--- src/hw/rtl/mrpt_pkg.sv ---
package mrpt_pkg;

  localparam int unsigned WordBits     = 64;
  localparam int unsigned InBits       = 64;
  localparam int unsigned WitnessCount = 12;
  localparam int unsigned WitIdxBits   = 4;

  // Witness table, the first twelve primes
  function automatic logic [7:0] witness(input logic [WitIdxBits-1:0] idx);
    logic [7:0] w;
    unique case (idx)
      4'd0:    w = 8'd2;
      4'd1:    w = 8'd3;
      4'd2:    w = 8'd5;
      4'd3:    w = 8'd7;
      4'd4:    w = 8'd11;
      4'd5:    w = 8'd13;
      4'd6:    w = 8'd17;
      4'd7:    w = 8'd19;
      4'd8:    w = 8'd23;
      4'd9:    w = 8'd29;
      4'd10:   w = 8'd31;
      4'd11:   w = 8'd37;
      default: w = 8'd0;
    endcase
    return w;
  endfunction

  // Sequencer states
  typedef enum logic [3:0] {
    ST_IDLE,
    ST_SPLIT,
    ST_WIT,
    ST_POW_SQ,
    ST_POW_MUL,
    ST_POW_NEXT,
    ST_CHECK,
    ST_SQR,
    ST_SQR_CHK,
    ST_DONE
  } state_e;

  // Request and status between sequencer and modular multiplier
  typedef struct packed {
    logic start;
  } mul_req_t;

  typedef struct packed {
    logic busy;
    logic done;
  } mul_sts_t;

endpackage

--- src/hw/rtl/mrpt_ctrl.sv ---
// Miller-Rabin sequencer driving the shared modular multiplier.
module mrpt_ctrl #(
  parameter int unsigned WORD_BITS = mrpt_pkg::WordBits
) (
  input  logic                 clk_i,
  input  logic                 rst_ni,
  input  logic                 start_i,
  input  logic [WORD_BITS-1:0] n_i,
  output logic                 busy_o,
  output logic                 done_o,
  output logic                 prime_o,
  output mrpt_pkg::mul_req_t   mreq_o,
  output logic [WORD_BITS-1:0] mx_o,
  output logic [WORD_BITS-1:0] my_o,
  input  mrpt_pkg::mul_sts_t   msts_i,
  input  logic [WORD_BITS-1:0] mp_i
);

  localparam int unsigned RBits = $clog2(WORD_BITS) + 1;
  localparam int unsigned EBits = $clog2(WORD_BITS) + 1;

  mrpt_pkg::state_e state_q, state_d;

  logic [WORD_BITS-1:0]          n_q, d_q, d_d, x_q, x_d, b_q, b_d;
  logic [RBits-1:0]              r_q, r_d, i_q, i_d;
  logic [EBits-1:0]              e_q, e_d;   // exponent bit position + 1
  logic [mrpt_pkg::WitIdxBits-1:0] w_q, w_d;
  logic                          prime_q, prime_d;
  logic                          issued_q, issued_d;
  logic [WORD_BITS-1:0]          n_m1, wit;

  assign n_m1 = n_q - 1'b1;
  assign wit  = WORD_BITS'(mrpt_pkg::witness(w_q));

  // Next state and datapath
  always_comb begin
    state_d  = state_q;
    d_d      = d_q;
    r_d      = r_q;
    e_d      = e_q;
    x_d      = x_q;
    b_d      = b_q;
    i_d      = i_q;
    w_d      = w_q;
    prime_d  = prime_q;
    issued_d = issued_q;
    unique case (state_q)
      mrpt_pkg::ST_IDLE: begin
        if (start_i) begin
          if (n_i < WORD_BITS'(2)) begin
            prime_d = 1'b0; state_d = mrpt_pkg::ST_DONE;
          end else if (n_i == WORD_BITS'(2) || n_i == WORD_BITS'(3)) begin
            prime_d = 1'b1; state_d = mrpt_pkg::ST_DONE;
          end else if (!n_i[0]) begin
            prime_d = 1'b0; state_d = mrpt_pkg::ST_DONE;
          end else begin
            prime_d = 1'b1;
            d_d     = n_i - 1'b1;
            r_d     = '0;
            w_d     = '0;
            state_d = mrpt_pkg::ST_SPLIT;
          end
        end
      end
      // strip one factor of two a cycle
      mrpt_pkg::ST_SPLIT: begin
        if (!d_q[0]) begin
          d_d = d_q >> 1;
          r_d = r_q + 1'b1;
        end else begin
          state_d = mrpt_pkg::ST_WIT;
        end
      end
      mrpt_pkg::ST_WIT: begin
        if (w_q == mrpt_pkg::WitIdxBits'(mrpt_pkg::WitnessCount)) begin
          state_d = mrpt_pkg::ST_DONE;
        end else if (wit >= n_q) begin
          w_d = w_q + 1'b1;
        end else begin
          // left-to-right power: start acc=1, scan d from top bit
          x_d      = WORD_BITS'(1);
          b_d      = wit;
          e_d      = EBits'(WORD_BITS);
          issued_d = 1'b0;
          state_d  = mrpt_pkg::ST_POW_NEXT;
        end
      end
      mrpt_pkg::ST_POW_NEXT: begin
        if (e_q == '0) begin
          state_d = mrpt_pkg::ST_CHECK;
        end else begin
          e_d      = e_q - 1'b1;
          issued_d = 1'b0;
          state_d  = mrpt_pkg::ST_POW_SQ;
        end
      end
      mrpt_pkg::ST_POW_SQ: begin
        if (!issued_q) begin
          issued_d = 1'b1;
        end else if (msts_i.done) begin
          x_d      = mp_i;
          issued_d = 1'b0;
          state_d  = d_q[e_q[EBits-2:0]] ? mrpt_pkg::ST_POW_MUL : mrpt_pkg::ST_POW_NEXT;
        end
      end
      mrpt_pkg::ST_POW_MUL: begin
        if (!issued_q) begin
          issued_d = 1'b1;
        end else if (msts_i.done) begin
          x_d     = mp_i;
          state_d = mrpt_pkg::ST_POW_NEXT;
        end
      end
      mrpt_pkg::ST_CHECK: begin
        if (x_q == WORD_BITS'(1) || x_q == n_m1) begin
          w_d = w_q + 1'b1; state_d = mrpt_pkg::ST_WIT;
        end else begin
          i_d = RBits'(1); state_d = mrpt_pkg::ST_SQR_CHK;
        end
      end
      mrpt_pkg::ST_SQR_CHK: begin
        if (i_q >= r_q) begin
          prime_d = 1'b0; state_d = mrpt_pkg::ST_DONE;
        end else begin
          issued_d = 1'b0; state_d = mrpt_pkg::ST_SQR;
        end
      end
      mrpt_pkg::ST_SQR: begin
        if (!issued_q) begin
          issued_d = 1'b1;
        end else if (msts_i.done) begin
          x_d = mp_i;
          i_d = i_q + 1'b1;
          if (mp_i == n_m1) begin
            w_d = w_q + 1'b1; state_d = mrpt_pkg::ST_WIT;
          end else begin
            state_d = mrpt_pkg::ST_SQR_CHK;
          end
        end
      end
      mrpt_pkg::ST_DONE: state_d = mrpt_pkg::ST_IDLE;
      default:           state_d = mrpt_pkg::ST_IDLE;
    endcase
  end

  // Outputs toward multiplier and top level
  always_comb begin
    mreq_o.start = 1'b0;
    mx_o         = x_q;
    my_o         = x_q;
    unique case (state_q)
      mrpt_pkg::ST_POW_SQ,
      mrpt_pkg::ST_SQR:     mreq_o.start = !issued_q;
      mrpt_pkg::ST_POW_MUL: begin
        mreq_o.start = !issued_q;
        my_o         = b_q;
      end
      default: ;
    endcase
  end

  assign busy_o  = state_q != mrpt_pkg::ST_IDLE;
  assign done_o  = state_q == mrpt_pkg::ST_DONE;
  assign prime_o = prime_q;

  always_ff @(posedge clk_i or negedge rst_ni) begin
    if (!rst_ni) begin
      state_q  <= mrpt_pkg::ST_IDLE;
      issued_q <= 1'b0;
    end else begin
      state_q  <= state_d;
      issued_q <= issued_d;
    end
  end

  always_ff @(posedge clk_i) begin
    if (start_i && state_q == mrpt_pkg::ST_IDLE) n_q <= n_i;
    d_q     <= d_d;
    r_q     <= r_d;
    e_q     <= e_d;
    x_q     <= x_d;
    b_q     <= b_d;
    i_q     <= i_d;
    w_q     <= w_d;
    prime_q <= prime_d;
  end

  // Multiplier is only started when it is idle
  a_start_idle: assert property (@(posedge clk_i) disable iff (!rst_ni)
    mreq_o.start |-> !msts_i.busy)
    else $error("multiplier restarted while busy");
  a_done_one_cycle: assert property (@(posedge clk_i) disable iff (!rst_ni)
    done_o |=> !done_o)
    else $error("done held for more than one cycle");
  a_mul_quiet_idle: assert property (@(posedge clk_i) disable iff (!rst_ni)
    state_q == mrpt_pkg::ST_IDLE |-> !msts_i.busy)
    else $error("multiplier active while idle");

endmodule

--- config.mk ---
export PLATFORM = sky130hd
export DESIGN_NAME = mrpt_ctrl
export DESIGN_NICKNAME = d
export VERILOG_FILES = /design/src/hw/rtl/mrpt_pkg.sv /design/src/hw/rtl/mrpt_ctrl.sv
export SDC_FILE = /design/constraint.sdc
export NUM_CORES = 1
export LEC_CHECK = 0
export BUFFER_PORTS_ARGS = -buffer_cell sky130_fd_sc_hd__buf_2
export CORE_UTILIZATION = 30
export DETAILED_ROUTE_END_ITERATION = 12
export PLACE_DENSITY = 0.57
export SLEW_MARGIN = 10
export SYNTH_ARGS = -nofsm -noshare
export SYNTH_HDL_FRONTEND = slang
export SYNTH_SLANG_ARGS = --single-unit
--- constraint.sdc ---
create_clock -name clk_i -period 7.79 [get_ports clk_i]
set_clock_uncertainty 0.05 [all_clocks]
set_input_delay 1.9475 -clock clk_i [delete_from_list [all_inputs] [get_ports clk_i]]
set_output_delay 1.9475 -clock clk_i [all_outputs]
set_load 0.02 [all_outputs]
==> flow_metrics.env, run 1 <==
export IMPL_synth_ff_type="edfxtp_1"
export IMPL_max_cap_viol_count=0
export IMPL_fin_nets=2099
export IMPL_fin_util=0.3596
export IMPL_ant_nets=0
export IMPL_path_max_fanout=19
export IMPL_viasPerCell=5.526
export IMPL_cts_root_buffer_cell="clkbuf_16"
export IMPL_fp_dieH_microns=238.5
export IMPL_start_util=0.3040
export IMPL_cts_setup_buffers=0
export IMPL_gp_congestion=1.015
export IMPL_netlist_area_sq_mm=0.01678
export IMPL_crit_type="reg2reg"
export IMPL_synth_nets=1883
export IMPL_drt_total_wl_mm=64.56
export IMPL_grt_pass1_vias=14200
export IMPL_timing_fmax_mhz=152.5
export IMPL_wl_per_cell_microns=23.81
export IMPL_ys_seq_area_frac=0.4154
export IMPL_crit_path_top_delay_cell="nor4_2"
export IMPL_slew_violations=0
export IMPL_fin_crit_ns=6.558
export IMPL_dieArea_sq_mm=0.05689
export IMPL_dr_pass1_iters=5
export IMPL_power_total_uw=6705
export IMPL_grt_pass1_wl_mm=93.79
export IMPL_hold_path_class="reg2reg"
export IMPL_fin_hold_ws_ns=0.3985
export IMPL_grt_setup_unrepaired="false"
export IMPL_critical_path_max_stage_delay_ns=0.90
export IMPL_layout_commonest_cell="buf_2"
export IMPL_clk_pin_slew_ns=0.06
export IMPL_dp_hpwl_mm=51.39
export IMPL_ir_worst_vdd_uv=171.4
export IMPL_required_ns=8.25
export IMPL_crit_path_end_kind="flip-flop"
export IMPL_synthArstFlopShare=0.02128
export IMPL_tightest_slew_ns=1.149
export IMPL_core_sq_mm=0.05520
export IMPL_synth_cell_types=89
export IMPL_cts_resized=0
export IMPL_numCtsBuffers=28
export IMPL_drive_gt1_frac=0.2086
export IMPL_rrSetupSlack_ns=1.23
export IMPL_cts_tree="done"
export IMPL_yosysWarningCount=0
export IMPL_hold_viol_final=0
export IMPL_synth_seq_cells=235
export IMPL_final_setup_tns_ns=0
export IMPL_powerDensity_mw_per_mm2=337.8
export IMPL_cp_arrival_ns=7.01
export IMPL_finalSetupViolations=0
export IMPL_fin_crit_sh=0.8418
export IMPL_final_cell_mix="buf_2 (263), edfxtp_1 (224), a21oi_1 (158), xnor2_1 (136), nor2_1 (113)"
export IMPL_grt_usage=0.2221
export IMPL_netlist_instances=1723
export IMPL_io_buffer_count=263
export IMPL_grt_max_degree=108
export IMPL_clock_latency_ns=0.59
export IMPL_area_growth_pct=18.27
export IMPL_overflow=0
export IMPL_first_iter_violations=1462
export IMPL_hold_buffers=0
export IMPL_crit_top_cell="nand4_1"
export IMPL_syn_area_per_cell_sq_um=9.741
export IMPL_ctsHtreeMaxLevel=1
export IMPL_num_vias=14990
export IMPL_clk_path_buf_depth=3
export IMPL_synth_edff_count=224
export IMPL_relSlewSlack=0.2283
export IMPL_crit_chain="nor4_2, nand4_1, nor3_1, buf_4, nand4_1, xnor2_1, o311ai_0, nor4_1, and4_1, o211ai_1, nor2_4, mux2i_1, inv_1, ha_1, o21ai_0, a211oi_1, o32ai_1, o22a_1"
export IMPL_drc=0
export IMPL_cts_num_sinks=235
export IMPL_cp_start_kind="flip-flop"
export IMPL_status="finished, final reports clean"
export IMPL_num_io_pins=265
export IMPL_antenna_found_initial=8
export IMPL_die_w_microns=238.5
export IMPL_placementRows=86
export IMPL_cellLeakagePower_uw=0.006853
==> sequential cells by signal, indices dropped and copies added, names as in the netlist <==
register,cells
issued_q,1
state_q,4
b_q,6
w_q,4
r_q,7
e_q,7
n_q,64
prime_o,1
i_q,7
mx_o,64
wit,6
d_q,64
==> layout make-up <==
type                            count  area [sq um]
Fill cell                        5568         35350
Multi-Input combinational cell   1340          9279
Sequential cell                   235          6972
Timing Repair Buffer              285          1481
Tap cell                          748         935.9
Clock buffer                       32         725.7
Clock inverter                     20         265.3
Inverter                           49         183.9
Antenna cell                        3         7.507
==> logic make-up (layout without fill, tap and decap cells) <==
logic type,after synthesis,after routing,synth area share
AO/OA/AOI/OAI,331,331,0.1229
XOR/XNOR,214,214,0.1158
adder cells (fa/ha/maj),27,27,0.02013
buffers and inverters,148,386,0.03444
flip-flops,235,235,0.4154
multiplexers,37,37,0.03824
other,0,3,0
AND/OR/NAND/NOR,731,731,0.2530
==> worst max-delay path, delay by kind of cell (launching register included) <==
family / cells / cell delay (ns)
AND/OR/NAND/NOR: 7 / 3.37
adder cells (fa/ha/maj): 1 / 0.22
flip-flops: 1 / 0.58
multiplexers: 1 / 0.39
XOR/XNOR: 1 / 0.41
buffers and inverters: 2 / 0.31
AO/OA/AOI/OAI: 6 / 1.17
==> report_power, final <==
| group | total (uW) | switching [uW] | internal, uW |
|---|---|---|---|
| Combinational | 2730 | 1690 | 1040 |
| Sequential | 2570 | 570 | 2000 |
| Clock | 1410 | 569 | 840 |
| Total | 6700 | 2830 | 3880 |
==> layer usage <==
| layer | track usage | wire length (microns) | vias to the layer above |
|---|---|---|---|
| li1 | - | - | 6930 |
| met1 | 0.3006 | 27700 | 7301 |
| met2 | 0.3622 | 29910 | 655 |
| met3 | 0.03614 | 5030 | 91 |
| met4 | 0.06818 | 1875 | 10 |
| met5 | 0 | 57 | - |
==> synthesized netlist by cell type, drive strengths merged, types with 5 or more instances <==
cell | number | share of area
nand3 | 41 | 0.012
or3 | 31 | 0.012
a2111oi | 7 | 0.0040
nor3 | 72 | 0.022
o2111ai | 6 | 0.0031
o211ai | 7 | 0.0031
nor2b | 71 | 0.026
o31ai | 9 | 0.0040
a21oi | 159 | 0.047
inv | 48 | 0.011
edfxtp | 224 | 0.40
or4 | 36 | 0.017
nand4b | 5 | 0.0026
a21o | 11 | 0.0049
a22oi | 6 | 0.0027
dfxtp | 6 | 0.0072
and3 | 19 | 0.0074
nor4 | 79 | 0.033
xnor2 | 136 | 0.071
nand3b | 17 | 0.0076
a31oi | 16 | 0.0060
nor4b | 5 | 0.0039
nand4 | 40 | 0.015
ha | 27 | 0.020
mux2 | 7 | 0.0047
nor2 | 114 | 0.026
or2 | 15 | 0.0056
and2 | 69 | 0.026
nor3b | 8 | 0.0039
o221ai | 5 | 0.0026
mux4 | 21 | 0.028
o22ai | 10 | 0.0037
and4 | 12 | 0.0063
o21ai | 39 | 0.012
nand2 | 71 | 0.016
nand2b | 18 | 0.0067
a211oi | 9 | 0.0040
xor2 | 73 | 0.038
clkbuf | 92 | 0.021
dfrtp | 5 | 0.0075
mux2i | 9 | 0.0054
buf | 7 | 0.0029
==> stage by stage <==
stage | worst slack, ns | cell area, sq um | std cells
final | 1.232 | 19850 | 2712
after global routing | 0.8454 | 19850 | 2710
after CTS | 1.330 | 19840 | 2709
after detailed placement | 1.004 | 18850 | 2657
after global placement | 1.102 | 18850 | 2657
after floorplan | 0.05406 | 16780 | 1723
==> final timing paths <==
path                              endpoint    from  cells past startpoint
min in group asynchronous       state_q[1]  rst_ni                      1
worst max-delay path                wit[1]  n_q[8]                     18
worst min register to register      b_q[0]  wit[0]                      0
max in group asynchronous         issued_q  rst_ni                      1
worst max register to register      wit[1]  n_q[8]                     18
worst min-delay path                b_q[0]  wit[0]                      0
Power figures use the tool's default switching activity.
==> run 2: changes to the inputs <==
ABC_AREA = 1   (was unset)
PLACE_DENSITY = 0.55   (was 0.57)
clock period = 6.6 ns   (was 7.79 ns; I/O delays follow)
==> flow_metrics.env, run 2 <==
export IMPL_status="finished, final reports clean"
export IMPL_fin_nets=2961
export IMPL_grt_pass1_vias=16520
export IMPL_yosysWarningCount=0
export IMPL_synth_most_common_cell="nand2_1"
export IMPL_ys_seq_area_frac=0.3935
export IMPL_final_area_sq_mm=0.02096
export IMPL_synth_commonest_cells="nand2_1 (688), nor2_1 (408), inv_1 (387)"
export IMPL_die_w_microns=245.0
export IMPL_syn_area_per_cell_sq_um=6.986
export IMPL_timing_fmax_mhz=207.3
export IMPL_clock_latency_ns=0.58
export IMPL_reg2reg_depth=23
export IMPL_antenna_found_initial=1
export IMPL_power_total_uw=8881
export IMPL_cts_setup_buffers=0
export IMPL_clk_path_buf_depth=3
export IMPL_cts_tree="done"
export IMPL_final_cell_mix="nand2_1 (688), nor2_1 (405), inv_1 (386), nand3_1 (283), buf_2 (263)"
export IMPL_io_buffer_count=263
export IMPL_fill_cells=6271
export IMPL_ir_worst_vdd_uv=322.3
export IMPL_layout_commonest_cell="nand2_1"
export IMPL_cts_num_sinks=235
export IMPL_hold_buffers=0
export IMPL_cts_root_buffer_cell="clkbuf_16"
export IMPL_synth_edff_count=224
export IMPL_ctsHtreeMaxLevel=1
export IMPL_drive_gt1_frac=0.1389
export IMPL_netlist_instances=2536
export IMPL_dr_pass1_iters=6
export IMPL_synth_seq_cells=235
export IMPL_hold_viol_final=0
export IMPL_grt_max_degree=71
export IMPL_cts_resized=0
export IMPL_area_growth_pct=18.31
export IMPL_tightest_slew_ns=1.029
export IMPL_placementRows=88
export IMPL_wl_per_cell_microns=18.64
export IMPL_fin_crit_ns=4.823
export IMPL_first_iter_violations=1321
export IMPL_relSlewSlack=0.3135
export IMPL_dieArea_sq_mm=0.06003
export IMPL_numCtsBuffers=28
export IMPL_cellLeakagePower_uw=0.009801
export IMPL_min_path_cells=0
export IMPL_clk_pin_slew_ns=0.06
export IMPL_overflow=0
export IMPL_viasPerCell=4.906
export IMPL_num_io_pins=265
export IMPL_crit_type="reg2reg"
export IMPL_netlist_area_sq_mm=0.01772
export IMPL_gp_congestion=1.009
export IMPL_regArea_sq_mm=0.006972
export IMPL_hold_path_class="reg2reg"
export IMPL_synth_ff_type="edfxtp_1"
export IMPL_grt_usage=0.2185
export IMPL_ant_nets=0
export IMPL_final_setup_tns_ns=0
export IMPL_max_cap_viol_count=0
export IMPL_fp_dieH_microns=245.0
export IMPL_powerDensity_mw_per_mm2=423.7
export IMPL_cp_arrival_ns=5.23
export IMPL_grt_setup_unrepaired="false"
export IMPL_core_sq_mm=0.05803
export IMPL_yosysTopAreaCellShare=0.3797
export IMPL_required_ns=7.00
export IMPL_path_max_fanout=11
export IMPL_slew_violations=0
export IMPL_grt_pass1_wl_mm=99.71
export IMPL_start_util=0.3053
export IMPL_multi_input_area_sq_mm=0.009154
export IMPL_post_dp_cell_area_sq_mm=0.01996
export IMPL_synthArstFlopShare=0.02128
export IMPL_yosysTopAreaCell="edfxtp_1"
export IMPL_cp_start_kind="flip-flop"
export IMPL_crit_path_end_kind="flip-flop"
export IMPL_drt_total_wl_mm=66.87
export IMPL_num_vias=17600
export IMPL_finalSetupViolations=0
export IMPL_synth_cell_types=58
export IMPL_synthTopCellsByArea="edfxtp_1 (38%), nand2_1 (15%), nor2_1 (8.6%)"
export IMPL_dp_hpwl_mm=53.97
export IMPL_fin_crit_sh=0.7308
export IMPL_antennaDiodeCount=0
export IMPL_synth_nets=2696
export IMPL_drc=0
-- run 2: cell types whose count changed in the layout (fill, tap and decap cells not counted), sizes merged, moves of 41 or more --
cell,delta
inv,+349
nor2,+321
nor4,-51
a21oi,-109
xnor2,-113
nor2b,-71
nand2,+633
and2,-67
o21ai,+61
xor2,-41
nand3,+246
-- run 2: report_power, final --
part	leakage [uW]	switching [uW]	total (uW)	internal [uW]
registers	0.00222	576	3130	2550
logic	0.00711	2840	4060	1220
clock network	0.000471	689	1690	1010
total	0.00980	4110	8880	4770
-- run 2: layout make-up --
cell class / instances / share of cell area
multi-input cells: 1867 / 0.4367
flip-flops and latches: 235 / 0.3326
inverters: 395 / 0.07074
repair buffers: 274 / 0.06674
well taps: 765 / 0.04567
clock buffers: 31 / 0.03498
clock inverters: 21 / 0.01254
-- run 2: through the flow --
step	instances	setup WS, ns	util	hold WS [ns]
finish	3588	1.777	0.3612	0.4044
floorplan	2536	0.7334	-	0.3582
global placement	3536	1.531	0.3441	0.3915
detailed placement	3536	1.529	0.3441	0.3866
global route	3588	1.422	0.3612	0.4075
CTS	3588	1.808	0.3612	0.4007
-- run 2: final timing paths --
path | start | endpoint | slack [ns]
worst max-delay path | n_q[0] | wit[1] | 1.78
worst min-delay path | wit[0] | b_q[0] | 0.40
worst max register to register | n_q[0] | wit[1] | 1.78
worst min register to register | wit[0] | b_q[0] | 0.40
max in group asynchronous | rst_ni | state_q[2] | 5.51
min in group asynchronous | rst_ni | state_q[0] | 0.84
-- run 2: metal layers --
metal | GRT usage | wire (microns)
met4 | 0.06673 | 1941
met3 | 0.02515 | 3971
met2 | 0.3628 | 31080
met1 | 0.2958 | 29860
met5 | 0 | 12
-- run 2: cells by family after synthesis --
logic type / synth area share
flip-flops: 0.3935
adder cells (fa/ha/maj): 0.01907
multiplexers: 0.0006356
AO/OA/AOI/OAI: 0.06815
AND/OR/NAND/NOR: 0.3916
buffers and inverters: 0.09217
XOR/XNOR: 0.03482
-- run 2: critical path, stage by stage (launching register included) --
cell	delay, ns
edfxtp_1	0.46
inv_2	0.13
ha_1	0.27
inv_1	0.14
nor2_2	0.56
nand2_2	0.22
nor2_1	0.42
nand3_1	0.16
nand3_1	0.12
nand2_1	0.05
inv_1	0.05
nand2_1	0.04
nor2_1	0.09
nand2_1	0.09
nor2_1	0.25
nand3_1	0.38
nand2_2	0.23
nand3_4	0.14
o21ai_2	0.22
inv_1	0.11
ha_1	0.31
nand3_1	0.08
nand3_1	0.08
nand2_1	0.05
==> run 3: changes to the inputs <==
PLACE_DENSITY = 0.57   (was 0.55)
clock period = 4.2 ns   (was 6.6 ns; I/O delays follow)
==> flow_metrics.env, run 3 (synthesized netlist as in run 2, its figures left out) <==
export IMPL_status="finished, final reports clean"
export IMPL_num_vias=17880
export IMPL_clk_pin_slew_ns=0.06
export IMPL_placementRows=88
export IMPL_slew_violations=0
export IMPL_setup_ws_ns=0.4184
export IMPL_powerDensity_mw_per_mm2=661.5
export IMPL_fill_cells=6204
export IMPL_start_util=0.3053
export IMPL_die_w_microns=245.0
export IMPL_final_area_sq_mm=0.02142
export IMPL_num_io_pins=265
export IMPL_ant_nets=0
export IMPL_fin_crit_ns=3.782
export IMPL_multi_input_area_sq_mm=0.009166
export IMPL_power_total_uw=14170
export IMPL_viasPerCell=4.905
export IMPL_fin_nets=3013
export IMPL_cts_root_buffer_cell="clkbuf_16"
export IMPL_fp_dieH_microns=245.0
export IMPL_drt_total_wl_mm=67.19
export IMPL_cts_setup_buffers=0
export IMPL_dieArea_sq_mm=0.06003
export IMPL_final_cell_mix="nand2_1 (688), nor2_1 (405), inv_1 (386), nand3_1 (283), buf_2 (263)"
export IMPL_required_ns=4.61
export IMPL_clock_latency_ns=0.58
export IMPL_regArea_sq_mm=0.006972
export IMPL_dp_slack_ns=0.1934
export IMPL_core_sq_mm=0.05803
export IMPL_max_cap_viol_count=0
export IMPL_cts_resized=0
export IMPL_drive_gt1_frac=0.1534
export IMPL_grt_usage=0.2201
export IMPL_crit_type="reg2reg"
export IMPL_grt_pass1_wl_mm=99.83
export IMPL_ctsHtreeMaxLevel=1
export IMPL_grt_pass1_vias=16750
export IMPL_cp_start_kind="flip-flop"
export IMPL_antenna_found_initial=13
export IMPL_hold_path_class="in2async"
export IMPL_cts_tree="done"
export IMPL_area_growth_pct=20.93
export IMPL_crit_path_end_kind="flip-flop"
export IMPL_layout_commonest_cell="nand2_1"
export IMPL_dp_hpwl_mm=55.06
export IMPL_grt_max_degree=71
export IMPL_relSlewSlack=0.3291
export IMPL_tightest_slew_ns=1.005
export IMPL_grt_setup_unrepaired="false"
export IMPL_first_iter_violations=1523
export IMPL_drc=0
export IMPL_numCtsBuffers=28
export IMPL_hold_viol_final=0
export IMPL_dr_pass1_iters=5
export IMPL_fin_crit_sh=0.9004
export IMPL_path_max_fanout=9
export IMPL_cp_arrival_ns=4.19
export IMPL_fin_util=0.3692
export IMPL_wl_per_cell_microns=18.43
export IMPL_timing_fmax_mhz=264.4
export IMPL_cellLeakagePower_uw=0.01009
export IMPL_io_buffer_count=263
export IMPL_post_dp_cell_area_sq_mm=0.02039
export IMPL_gp_congestion=0.9681
export IMPL_ir_worst_vdd_uv=438.6
export IMPL_finalSetupViolations=0
export IMPL_clk_path_buf_depth=3
export IMPL_final_setup_tns_ns=0
export IMPL_hold_buffers=0
export IMPL_overflow=0
export IMPL_cts_num_sinks=235
==> run 3: changes by cell type in the layout (fill, tap and decap cells not counted), moves of 3 or more <==
cell / previous run / this run
buf_12: 0 / 3
buf_4: 11 / 60
diode_2: 0 / 5
clkinvlp_4: 6 / 2
clkinv_1: 4 / 8
==> run 3: worst paths after layout <==
kind | startpoint | end | slack, ns | depth (start not counted)
setup / recovery | n_q[0] | wit[1] | 0.42 | 24
hold / removal | rst_ni | state_q[3] | 0.24 | 1
setup reg to reg | n_q[0] | wit[1] | 0.42 | 24
hold reg to reg | wit[4] | b_q[4] | 0.39 | 0
max in group asynchronous | rst_ni | state_q[2] | 3.73 | 1
min in group clk_i | wit[4] | b_q[4] | 0.39 | 0
==> run 3: stage by stage <==
step	instances	hold WS [ns]
after floorplan	2536	0.3582
after global placement	3588	0.3848
after detailed placement	3588	0.3834
after CTS	3640	0.2186
after global routing	3645	0.2121
final	3645	0.2420
==> run 3: power by group <==
group	switching [uW]	internal, uW
clock network	1040	1630
logic	4550	2070
registers	881	4000
==> run 3: cell type report <==
cell class                 instances  share of cell area
tap                              765             0.04468
multi-input combinational       1867              0.4278
inverter                         395             0.06921
timing repair buffer             326             0.08527
clock buffer                      30             0.03405
clock inverter                    22             0.01296
sequential                       235              0.3254
antenna                            5           0.0005840
==> run 3: per-layer routing <==
layer / vias to the layer above / wire length, microns / track usage / share of wire
met1: 8230 / 29100 / 0.2898 / 0.43
li1: 8894 / - / - / -
met5: - / 74 / 0 / 0.0011
met3: 121 / 4774 / 0.03433 / 0.071
met2: 618 / 30720 / 0.3609 / 0.46
met4: 14 / 2522 / 0.08438 / 0.038
==> run 3: critical path, stage by stage (launching register included) <==
cell      delay (ns)
edfxtp_1        0.40
inv_2           0.12
ha_1            0.27
nand2_2         0.15
nor2_8          0.23
nand2_4         0.11
nor2_4          0.23
nand3_1         0.23
nand2_1         0.15
nand2_1         0.05
nand2_1         0.05
nand2_1         0.05
nor2_1          0.11
nand2_1         0.09
nor2_1          0.16
nand3_1         0.10
buf_4           0.18
nand2_2         0.09
nand3_4         0.12
o21ai_2         0.15
inv_1           0.08
ha_1            0.30
nand3_1         0.08
nand3_1         0.07
nand2_1         0.04
